--- src/sv/mhpq_ram.sv ---
// ----------------------------------------------------------------------------
// mhpq_ram
// Simple dual-port RAM: one write port, one read port, registered read data.
// ----------------------------------------------------------------------------
module mhpq_ram #(
  parameter int WIDTH = 8,
  parameter int DEPTH = 16
) (
  input  logic                     clk,
  input  logic                     we,
  input  logic [$clog2(DEPTH)-1:0] waddr,
  input  logic [WIDTH-1:0]         wdata,
  input  logic [$clog2(DEPTH)-1:0] raddr,
  output logic [WIDTH-1:0]         rdata
);

  logic [WIDTH-1:0] mem [DEPTH];
  logic [WIDTH-1:0] rdata_r;

  always_ff @(posedge clk) begin
    if (we) begin
      mem[waddr] <= wdata;
    end
    rdata_r <= mem[raddr];
  end

  assign rdata = rdata_r;

endmodule

--- config.mk ---
export PLATFORM = sky130hd
export DESIGN_NAME = mhpq_ram
export DESIGN_NICKNAME = d
export VERILOG_FILES = /design/src/sv/mhpq_ram.sv
export SDC_FILE = /design/constraint.sdc
export NUM_CORES = 1
export LEC_CHECK = 0
export BUFFER_PORTS_ARGS = -buffer_cell sky130_fd_sc_hd__buf_2
export CORE_MARGIN = 4
export CORE_UTILIZATION = 60
export CTS_CLUSTER_SIZE = 8
export DETAILED_ROUTE_END_ITERATION = 16
export PLACE_DENSITY = 0.89
export SLEW_MARGIN = 20
export SYNTH_ARGS = -nofsm -noshare
export SYNTH_HDL_FRONTEND = slang
export SYNTH_SLANG_ARGS = --single-unit
--- constraint.sdc ---
create_clock -name clk -period 2.75 [get_ports clk]
set_input_delay 0.1375 -clock clk [delete_from_list [all_inputs] [get_ports clk]]
set_output_delay 0.1375 -clock clk [all_outputs]
set_load 0.03 [all_outputs]
Word level (Yosys, flattened, before mapping)
Memory sizes are Yosys's and may differ from the RTL's. A register that Yosys moved wholly into a read port is not among the register bits.
Cells that the tools add are included.
{ "op_classes": {"mux": 2} }
{ "ops": {"columns": ["op", "n"], "rows": [
  ["1-bit two-way mux", 2]
]} }
{ "totals": {"output_inout_bits": 8, "regBits": 0, "mem_bits_rw": 128, "n_memories": 1, "in_bits": 18} }
{ "mem_list": {"columns": ["memory", "words", "word_bits", "read_ports", "rd_ports_with_merged_regs", "write_ports", "line", "text"], "rows": [
  ["mem", 16, 8, 1, 1, 1, "17", "logic [WIDTH-1:0] mem [DEPTH];"]
]} }

Logic depth before layout (Yosys ltp)
Gate-level depths: netlist (run 1).
{ "depth": {"depth_word": 2, "depth_mapped": 5, "ltp_nobuf": 3} }

Least setup slack after synthesis (run 1)
OpenSTA, ideal clock, no wires.
{ "synth_timing": {"kind": "input port to flip-flop", "start": "input port waddr[2]", "end": "memory mem[0][0] (enable)", "path_stages": 2, "t_arrival_ps": 1247, "setup_slack_ps": 1120, "setup_ps": 383, "path_cell_list": "or3b_2 > nor3_1"} }
{ "synth_rtl": {"columns": ["element", "line", "text"], "rows": [
  ["start: declaration", "11", "input logic [$clog2(DEPTH)-1:0] waddr,"],
  ["end: declaration", "17", null]
]} }
Straight into the memory's write port.

==> impl_results.md, run 1 <==
* Run status: completed
* Worst Max-Slew Pin Slew at 933 ps
* Ports placed on the boundary at 26
* Worst setup skew after layout at 5.53 ps
* CP arrival at 1790 ps
* Met3 Wirelength at 851 um
* Post-Synthesis Net Count at 247
* Remaining DRCs at 0
* Average cell area after synthesis at 22.5 sq um
* Required time reported for the critical path endpoint at 3150 ps
* Port buffer count at 25
* Post-layout net count at 294
* Unrepaired setup endpoints after global routing: no
* Routed length on met2 at 5.33 mm
* Pin count of the biggest net entering global routing at 33
* Minimum hold slack at 20.8 ps
* Master cell of the clock root buffer: clkbuf_8
* Combinational share of power at 0.050
* H-tree levels at 4
* Cells after synthesis at 229
* Total number of yosys warnings at 0
* Min Clock Period, post-route at 1390 ps
* Number of max-cap violations at 0
* Sequential-to-total area share from yosys stat at 0.778
* Startpoint type of the worst setup path: flip-flop
* Critical-path cell list: mux4_1 > a22oi_1 > nand2_1
* Path type of the worst min-delay path: in2reg
* Setup Crit Path Kind: reg2reg
* Final-report hold violation count at 0
* Number of DRC markers after the initial detailed-route iteration at 349
* DP Cell Count at 356
* Via density per instance at 6.46
* Die height at 101 um
* Accumulated negative setup slack at 0 ps
* Highest routed metal layer: met4
* Cell with the largest stage delay on the worst path: mux4_1
* Area of the core at 0.00830 sq mm
* Final worst path period share at 0.507
* Peak Freq at 717 MHz
* Clock tree from TritonCTS: done
* CTS sink count at 136
* Max incr delay on CP at 520 ps
* Congestion Overflow GR at 0
* Power dissipated by switching net loads at 1.01 mW
* Total half-perimeter wirelength after legalization and detailed placement at 6.17 mm
* Count of placed standard cells in the final layout, fillers left out at 394
* Initial core utilization at 0.620
* Num rows at 33
* Crit. End Element: flip-flop
* Area of the mapped netlist at 0.00515 sq mm
* Buffer levels on the longest clock path at 2
* Clock-pin transition on the worst setup and hold timing paths at 60 ps
* Cell family with most CP delay: multiplexers
* Fraction of layout instances using a drive strength above 1 at 0.284
* Part of the total power dissipated in the clock network at 0.474
* Final antenna-violating net count at 0
* Count of state elements after synthesis at 136
* DR WL/cell at 26.5 um
* Antenna violations before repair at 0
* First-pass GRT wire length at 15.8 mm
* Cell Pwr Density at 809 mW/mm^2
* Slew Limit Headroom at 0.376
* Worst setup slack for register-to-register paths at 1360 ps
* Sequential group share of total power at 0.476
* X dimension of the die at 101 um
* DR pass1 iterations at 6
* Worst vdd rail ir drop at 0.719 mV
* RD Place Congestion at 0.793
* CTS buffer count at 17
* Internal power of the cells at 3.89 mW
* Slew Limit Fails at 0
* Via count of the first global-routing pass at 2651
* Pleak at 2.05 nW
* Sum of routed wire segments on met1 at 3.98 mm
* Overall routed net length at 10.4 mm
* Number of different library cells in the post-synthesis netlist at 19
* Clock latency of the later-clocked register in the worst-skew pair at 510 ps
* Largest fanout on the critical path at 1
* Number of buffer and inverter stages on the critical path at 0
* Area added between synthesis and finish at 17.7%
* Switching Share at 0.206
* Die Outline Area at 0.0101 sq mm
* Number of vias in the routed layout at 2546
* Setup violations, final at 0
* Final antenna diode count at 0
* GRT Total Usage at 0.225
* Post-CTS Repair Setup Buffers at 0
## metrics by stage
stage	worst slack [ps]	area, sq um	total power, mW	utilization
after global routing	1250	6060	5.04	0.730
final	1360	6060	4.90	0.730
after detailed placement	854	5380	2.61	0.649
after global placement	898	5380	2.59	0.649
after CTS	1360	6060	4.93	0.730
after floorplan	1120	5150	2.52	-
## cell usage after synthesis (all sizes together)
cell type      instances  area share
nor2b                  1      0.0012
edfxtp               128        0.75
and2b                  1      0.0015
clkdlybuf4s25          3      0.0058
buf                    7       0.011
nand2b                 2      0.0024
nor2                  13      0.0095
a22oi                 16       0.023
nand2                  9      0.0066
nor3                   4      0.0039
and2                   1      0.0012
nand3                  1     0.00097
dfxtp                  8       0.031
or3b                   1      0.0017
nand3b                 2      0.0029
mux4                  32        0.15
## path summary, 6_finish.rpt
path,start,endpoint,cells past startpoint
setup / recovery,mem[1][5]$_DFFE_PP_,rdata[5]$_DFF_P_,3
hold / removal,wdata[4],mem[5][4]$_DFFE_PP_,1
setup reg to reg,mem[1][5]$_DFFE_PP_,rdata[5]$_DFF_P_,3
hold reg to reg,mem[14][1]$_DFFE_PP_,rdata[1]$_DFF_P_,3
## power by group through the flow
stage | Sequential [mW] | Clock (mW) | Combinational (mW)
floorplan | 2.40 | 0 | 0.118
global placement | 2.37 | 0 | 0.220
detailed placement | 2.38 | 0 | 0.232
CTS | 2.33 | 2.36 | 0.244
global route | 2.34 | 2.45 | 0.260
finish | 2.33 | 2.32 | 0.243
## cell families after synthesis
logic type             synth area share
and+or+nand+nor                  0.0318
AOI/OAI and AO/OA                0.0233
buffers and inverters            0.0168
muxes                             0.150
DFF                               0.778
## placed cells by master, fill, tap and decap left out, types with 3 or more instances in the layout
| cell | netlist | routed |
|---|---|---|
| dfxtp_1 | 8 | 8 |
| mux4_1 | 14 | 14 |
| buf_2 | 3 | 25 |
| dlygate4sd3_1 | 0 | 6 |
| clkinv_4 | 0 | 3 |
| clkbuf_16 | 0 | 16 |
| nor3_1 | 4 | 4 |
| edfxtp_1 | 128 | 128 |
| nor2_1 | 13 | 13 |
| a22oi_1 | 16 | 16 |
| clkinvlp_4 | 0 | 4 |
| mux4_2 | 18 | 18 |
| bufinv_16 | 0 | 4 |
| buf_4 | 1 | 6 |
| nand2_1 | 9 | 9 |
## repair_timing
action	in CTS	in global routing
resized for setup	0	0
endpoints found under the setup margin	0	0
hold endpoints to repair	68	0
hold buffers	6	0
## registers in the layout, indices dropped and copies added, names as in the netlist
| name | cells |
|---|---|
| mem | 128 |
| rdata | 8 |
## layout make-up
type                    count  area, sq um
clock buffers              18          418
clock inverters            14          199
well taps                 105          131
repair buffers             38          250
fillers                   450         2240
multi-input cells          83         1060
flip-flops and latches    136         4000
## routing by layer
| metal | vias up | GRT usage |
|---|---|---|
| met5 | - | 0 |
| met4 | 0 | 0.0808 |
| met3 | 26 | 0.0810 |
| met2 | 137 | 0.350 |
| met1 | 1318 | 0.296 |
| li1 | 1065 | - |
Note: power is estimated with default switching activity, not from simulation.
==> run 2: changes to the inputs <==
Settings changed: CORE_UTILIZATION 60 to 54, PLACE_DENSITY 0.89 to 0.85.
Clock period 2.75 ns to 1.27 ns, I/O delays scaled along.
==> impl_results.md, run 2 (synthesis results as in run 1) <==
* Required time reported for the critical path endpoint at 1650 ps (-1500 ps)
* Post-layout net count at 329 (+12%)
* Min Clock Period, post-route at 1340 ps (-56.4 ps)
* Largest fanout on the critical path at 1 (unchanged)
* GRT Total Usage at 0.207 (-0.0175)
* Worst-case setup slack after placement at -338 ps (-1190 ps)
* CP arrival at 1720 ps (-70 ps)
* Violations in the final reports: setup timing
* Max FFs per register at 128 (unchanged)
* Worst vdd rail ir drop at 1.09 mV (+52%)
* Reg with most FFs: mem
* DR WL/cell at 23.6 um (-11%)
* CTS sink count at 136 (unchanged)
* Area post-placement at 0.00568 sq mm (+5.5%)
* Total half-perimeter wirelength after legalization and detailed placement at 6.70 mm (+8.6%)
* DP Cell Count at 413 (+16%)
* Setup Crit Path Kind: reg2reg
* Launch point of the worst reg-to-reg path: mem[3][3]$_DFFE_PP_
* Worst Hold Launch: waddr[0]
* Count of placed standard cells in the final layout, fillers left out at 453 (+15%)
* Pleak at 2.16 nW (+5.2%)
* Die Outline Area at 0.0112 sq mm (+10%)
* Clock-pin transition on the worst setup and hold timing paths at 60 ps (about the same)
* Endpoint of the most critical register-to-register path: rdata[3]$_DFF_P_
* Worst setup slack for register-to-register paths at -70 ps (-1420 ps)
* Worst setup skew after layout at 10.2 ps (+4.71 ps)
* Fill cell instance count of the final layout at 558 (+24%)
* X dimension of the die at 106 um (+5.0%)
* Worst min-delay path endpoint: mem[0][7]$_DFFE_PP_
* Accumulated negative setup slack at -140 ps (-140 ps)
* Number of buffer and inverter stages on the critical path at 0 (unchanged)
* Cell with the largest stage delay on the worst path: mux4_2
* Cell count of the worst reg-to-reg path at 3 (unchanged)
* Area of the core at 0.00924 sq mm (+11%)
* Die height at 106 um (+5.0%)
* H-tree levels at 4 (unchanged)
* Startpoint type of the worst setup path: flip-flop
* Number of DRC markers after the initial detailed-route iteration at 301 (-14%)
* Minimum hold slack at 120 ps (+98.8 ps)
* Num rows at 35 (+6.1%)
* Final Cell Area at 0.00630 sq mm (+4.0%)
* Clock latency of the later-clocked register in the worst-skew pair at 510 ps (about the same)
* Final antenna-violating net count at 0 (unchanged)
* Leading cell types in the layout, fill and taps excluded: 128 x edfxtp_1, 38 x buf_4, 30 x mux4_2
* Critical-path cell list: mux4_2 > a22oi_2 > nand2_1
* Overall routed net length at 10.7 mm (+2.3%)
* Power after layout at 10.2 mW (+110%)
* Master cell of the clock root buffer: clkbuf_8
* Final design utilization at 0.682 (-0.0478)
* Final-report hold violation count at 0 (unchanged)
* Via density per instance at 5.87 (-9.2%)
* Buffer levels on the longest clock path at 2 (unchanged)
* Pin count of the biggest net entering global routing at 17 (-48%)
* CTS buffer count at 17 (unchanged)
* Number of max-cap violations at 0 (unchanged)
* Area added between synthesis and finish at 22.5%
* Cell Pwr Density at 1620 mW/mm^2 (+100%)
* First-pass GRT wire length at 16.4 mm (+3.8%)
* Antenna violations before repair at 0 (unchanged)
* Worst Max-Slew Pin Slew at 1010 ps (+74.6 ps)
* Crit. End Element: flip-flop
* Unrepaired setup endpoints after global routing: yes
* Setup violations, final at 6 (+6)
* DR pass1 iterations at 5 (-1)
* Final antenna diode count at 0 (unchanged)
* Port buffer count at 25 (unchanged)
* Most common cell after layout, fill and taps aside: edfxtp_1
* Ports placed on the boundary at 26 (unchanged)
* Run status: complete, but fails checks
* Slew Limit Headroom at 0.326 (-0.0499)
* Slew Limit Fails at 0 (unchanged)
* Congestion Overflow GR at 0 (unchanged)
* Path type of the worst min-delay path: in2reg
* Post-CTS Repair Setup Buffers at 0 (unchanged)
* Remaining DRCs at 0 (unchanged)
* Hold Crit Depth at 3 (+2)
* Max incr delay on CP at 510 ps (about the same)
* Clock tree from TritonCTS: done
* Number of vias in the routed layout at 2657 (+4.4%)
* Via count of the first global-routing pass at 2776 (+4.7%)
* Initial core utilization at 0.557 (-0.0632)
* Final worst path period share at 1.05 (+0.547)
* Fraction of layout instances using a drive strength above 1 at 0.410 (+0.127)
* Peak Freq at 747 MHz (+4.2%)
* Cell family with most CP delay: multiplexers
* Worst setup slack after layout at -68.1 ps (-1420 ps)
* RD Place Congestion at 0.773 (-2.5%)
* Critical path startpoint: mem[3][3]$_DFFE_PP_
## run 2: where the power goes
| group | internal (mW) | switching (mW) |
|---|---|---|
| clock network | 2.76 | 1.76 |
| registers | 5.02 | 0.0368 |
| logic | 0.263 | 0.345 |
| total | 8.04 | 2.14 |
## run 2: how the worst max path moves through the flow
stage,endpoint,depth (start not counted)
final,rdata[3]$_DFF_P_,3
after global routing,rdata[3]$_DFF_P_,3
after CTS,rdata[4]$_DFF_P_,3
after detailed placement,rdata[7]$_DFF_P_,6
after global placement,rdata[7]$_DFF_P_,6
after floorplan,mem[3][0]$_DFFE_PP_,2
## run 2: layout make-up
type / instances / area, sq um / area share
Clock buffer: 18 / 418 / 0.0663
Clock inverter: 14 / 134 / 0.0212
Multi-Input combinational cell: 83 / 1060 / 0.168
Sequential cell: 136 / 4000 / 0.635
Tap cell: 129 / 161 / 0.0256
Timing Repair Buffer: 73 / 531 / 0.0841
## run 2: repair_timing
| item | 4_1_cts | 5_1_grt |
|---|---|---|
| gates cloned | 0 | 0 |
| pin swaps | 6 | 3 |
| hold buffers | 8 | 0 |
| hold endpoints to repair | 128 | 0 |
| gates resized for setup | 16 | 4 |
| endpoints found under the setup margin | 8 | 8 |
## run 2: per-layer routing
| layer | part of all wire | GRT usage |
|---|---|---|
| met5 | 0 | 0 |
| met4 | 0.019 | 0.0620 |
| met3 | 0.090 | 0.0661 |
| met2 | 0.50 | 0.336 |
| met1 | 0.39 | 0.272 |
## run 2: worst register-to-register path, stage by stage (launching register included)
cell	delay [ps]
edfxtp_1	420
mux4_2	510
a22oi_2	190
nand2_1	100
==> run 3: changes to the inputs <==
Settings changed: SETUP_SLACK_MARGIN set to 0.15.
==> impl_results.md, run 3 (synthesis results as in run 1) <==
* Sequential group share of total power at 0.490 (-0.006)
* Worst Max-Slew Pin Slew at 835 ps (-173 ps)
* Launch point of the worst reg-to-reg path: mem[3][4]$_DFFE_PP_
* Required time reported for the critical path endpoint at 1670 ps (+20 ps)
* Post-CTS Repair Setup Buffers at 0 (unchanged)
* X dimension of the die at 106 um (unchanged)
* Setup violations, final at 3 (-3)
* Path type of the worst min-delay path: in2reg
* Peak Freq at 780 MHz (+4.4%)
* Via count of the first global-routing pass at 2603 (-6.2%)
* Combinational share of power at 0.058 (-0.002)
* Worst setup skew after layout at 12.2 ps (+2.00 ps)
* Post-layout net count at 313 (-4.9%)
* Final antenna-violating net count at 0 (unchanged)
* Clock tree from TritonCTS: done
* Number of vias in the routed layout at 2489 (-6.3%)
* Cell count of the worst reg-to-reg path at 3 (unchanged)
* Area added between synthesis and finish at 22.8%
* CTS sink count at 136 (unchanged)
* Ports placed on the boundary at 26 (unchanged)
* CTS buffer count at 17 (unchanged)
* Worst vdd rail ir drop at 0.788 mV (-28%)
* Worst setup slack after layout at -12.2 ps (+55.9 ps)
* Part of the total power dissipated in the clock network at 0.451 (+0.007)
* DR pass1 iterations at 4 (-1)
* Total half-perimeter wirelength after legalization and detailed placement at 6.04 mm (-9.9%)
* Fill cell instance count of the final layout at 552 (-1.1%)
* Clock-pin transition on the worst setup and hold timing paths at 60 ps (about the same)
* Endpoint of the most critical register-to-register path: rdata[4]$_DFF_P_
* Fraction of layout instances using a drive strength above 1 at 0.406 (-0.00465)
* Die height at 106 um (unchanged)
* RD Place Congestion at 0.770 (-0.47%)
* Leading cell types in the layout, fill and taps excluded: 128 x edfxtp_1, 30 x mux4_2, 19 x buf_2, 19 x buf_4, 16 x clkbuf_16
* Final worst path period share at 1.01 (-0.0440)
* Worst setup slack for register-to-register paths at -10 ps (+60 ps)
* Largest fanout on the critical path at 1 (unchanged)
* Clock latency of the later-clocked register in the worst-skew pair at 530 ps (+20 ps)
* Slew Limit Headroom at 0.442 (+0.117)
* Via density per instance at 5.70 (-2.9%)
* Switching Share at 0.207 (-0.00386)
* Max FFs per register at 128 (unchanged)
* GRT Total Usage at 0.196 (-0.0115)
* H-tree levels at 4 (unchanged)
* Slew Limit Fails at 0 (unchanged)
* Reg with most FFs: mem
* Unrepaired setup endpoints after global routing: yes
* Master cell of the clock root buffer: clkbuf_8
* Port buffer count at 25 (unchanged)
* Die Outline Area at 0.0112 sq mm (unchanged)
* DR WL/cell at 22.5 um (-4.7%)
* Num rows at 35 (unchanged)
* Congestion Overflow GR at 0 (unchanged)
* Final-report hold violation count at 0 (unchanged)
* Hold Crit Depth at 4 (+1)
* Internal power of the cells at 8.19 mW (+1.8%)
* Antenna violations before repair at 0 (unchanged)
* Pleak at 2.11 nW (-1.9%)
* Pin count of the biggest net entering global routing at 23 (+6)
* Minimum hold slack at 51.8 ps (-67.8 ps)
* Startpoint type of the worst setup path: flip-flop
* Number of DRC markers after the initial detailed-route iteration at 160 (-47%)
* Power dissipated by switching net loads at 2.13 mW (-0.56%)
* Worst min-delay path endpoint: rdata[0]$_DFF_P_
* Final antenna diode count at 0 (unchanged)
* Overall routed net length at 9.82 mm (-8.0%)
* Most common cell after layout, fill and taps aside: edfxtp_1
* Min Clock Period, post-route at 1280 ps (-55.9 ps)
* Violations in the final reports: setup timing
* Remaining DRCs at 0 (unchanged)
* Worst Hold Launch: raddr[1]
* Buffer levels on the longest clock path at 2 (unchanged)
* Cell Pwr Density at 1630 mW/mm^2 (+1.0%)
* Number of max-cap violations at 0 (unchanged)
* CP arrival at 1690 ps (-30 ps)
* Accumulated negative setup slack at -17.8 ps (+122 ps)
* Crit. End Element: flip-flop
* Area of the core at 0.00924 sq mm (unchanged)
* Run status: complete, but fails checks
* Setup Crit Path Kind: reg2reg
* First-pass GRT wire length at 15.4 mm (-6.4%)
* Initial core utilization at 0.557 (unchanged)
## run 3: changes by cell type in the layout (fill, tap and decap cells not counted), sizes merged
| cell | delta |
|---|---|
| clkinvlp | +1 |
| buf | -16 |
| inv | +1 |
| clkbuf | +3 |
| clkinv | -5 |
## run 3: worst max path at each step
stage	start	end	slack (ps)
6_report	mem[3][4]$_DFFE_PP_	rdata[4]$_DFF_P_	-10
5_1_grt	mem[3][4]$_DFFE_PP_	rdata[4]$_DFF_P_	-60
3_3_place_gp	raddr[0]	rdata[1]$_DFF_P_	-150
2_1_floorplan	waddr[2]	mem[0][0]$_DFFE_PP_	100
4_1_cts	mem[3][4]$_DFFE_PP_	rdata[4]$_DFF_P_	-20
3_5_place_dp	raddr[0]	rdata[1]$_DFF_P_	-170
## run 3: power groups by stage
stage	Clock, mW	Combinational [mW]	Sequential [mW]
detailed placement	0	0.553	5.15
global route	4.94	0.647	5.07
global placement	0	0.536	5.14
floorplan	0	0.282	5.19
CTS	4.71	0.609	5.06
finish	4.66	0.602	5.06
## run 3: metal layers
layer	global-route usage	share of wire	vias to the layer above
met3	0.0570	0.073	14
met5	0	0	-
met4	0.0749	0.015	0
met2	0.310	0.51	105
met1	0.260	0.40	1274
li1	-	-	1096
## run 3: cell type report
cell class	instances	area, sq um	area share
flip-flops and latches	136	4010	0.634
clock buffers	21	449	0.0710
multi-input cells	83	1080	0.171
well taps	129	161	0.0255
repair buffers	57	503	0.0795
clock inverters	11	125	0.0198
## run 3: repair_timing
item	CTS	global route
gates resized for setup	15	3
endpoints found under the hold margin	128	0
hold buffers	8	0
endpoints found under the setup margin	14	11
pin swaps	1	3
## run 3: metrics by stage
step	cell area [sq um]	total power, mW	util	worst slack [ps]	cells
final	6320	10.3	0.684	-12.2	437
after global routing	6320	10.7	0.684	-56.1	437
after CTS	6310	10.4	0.683	-24.7	437
after detailed placement	5610	5.70	0.607	-174	397
after global placement	5610	5.68	0.607	-151	397
after floorplan	5170	5.47	-	103	229
## run 3: critical path, cell delays in order (launching register included)
cell and delay [ps]:
edfxtp_1 370, mux4_2 490, a22oi_2 210, nand2_1 80
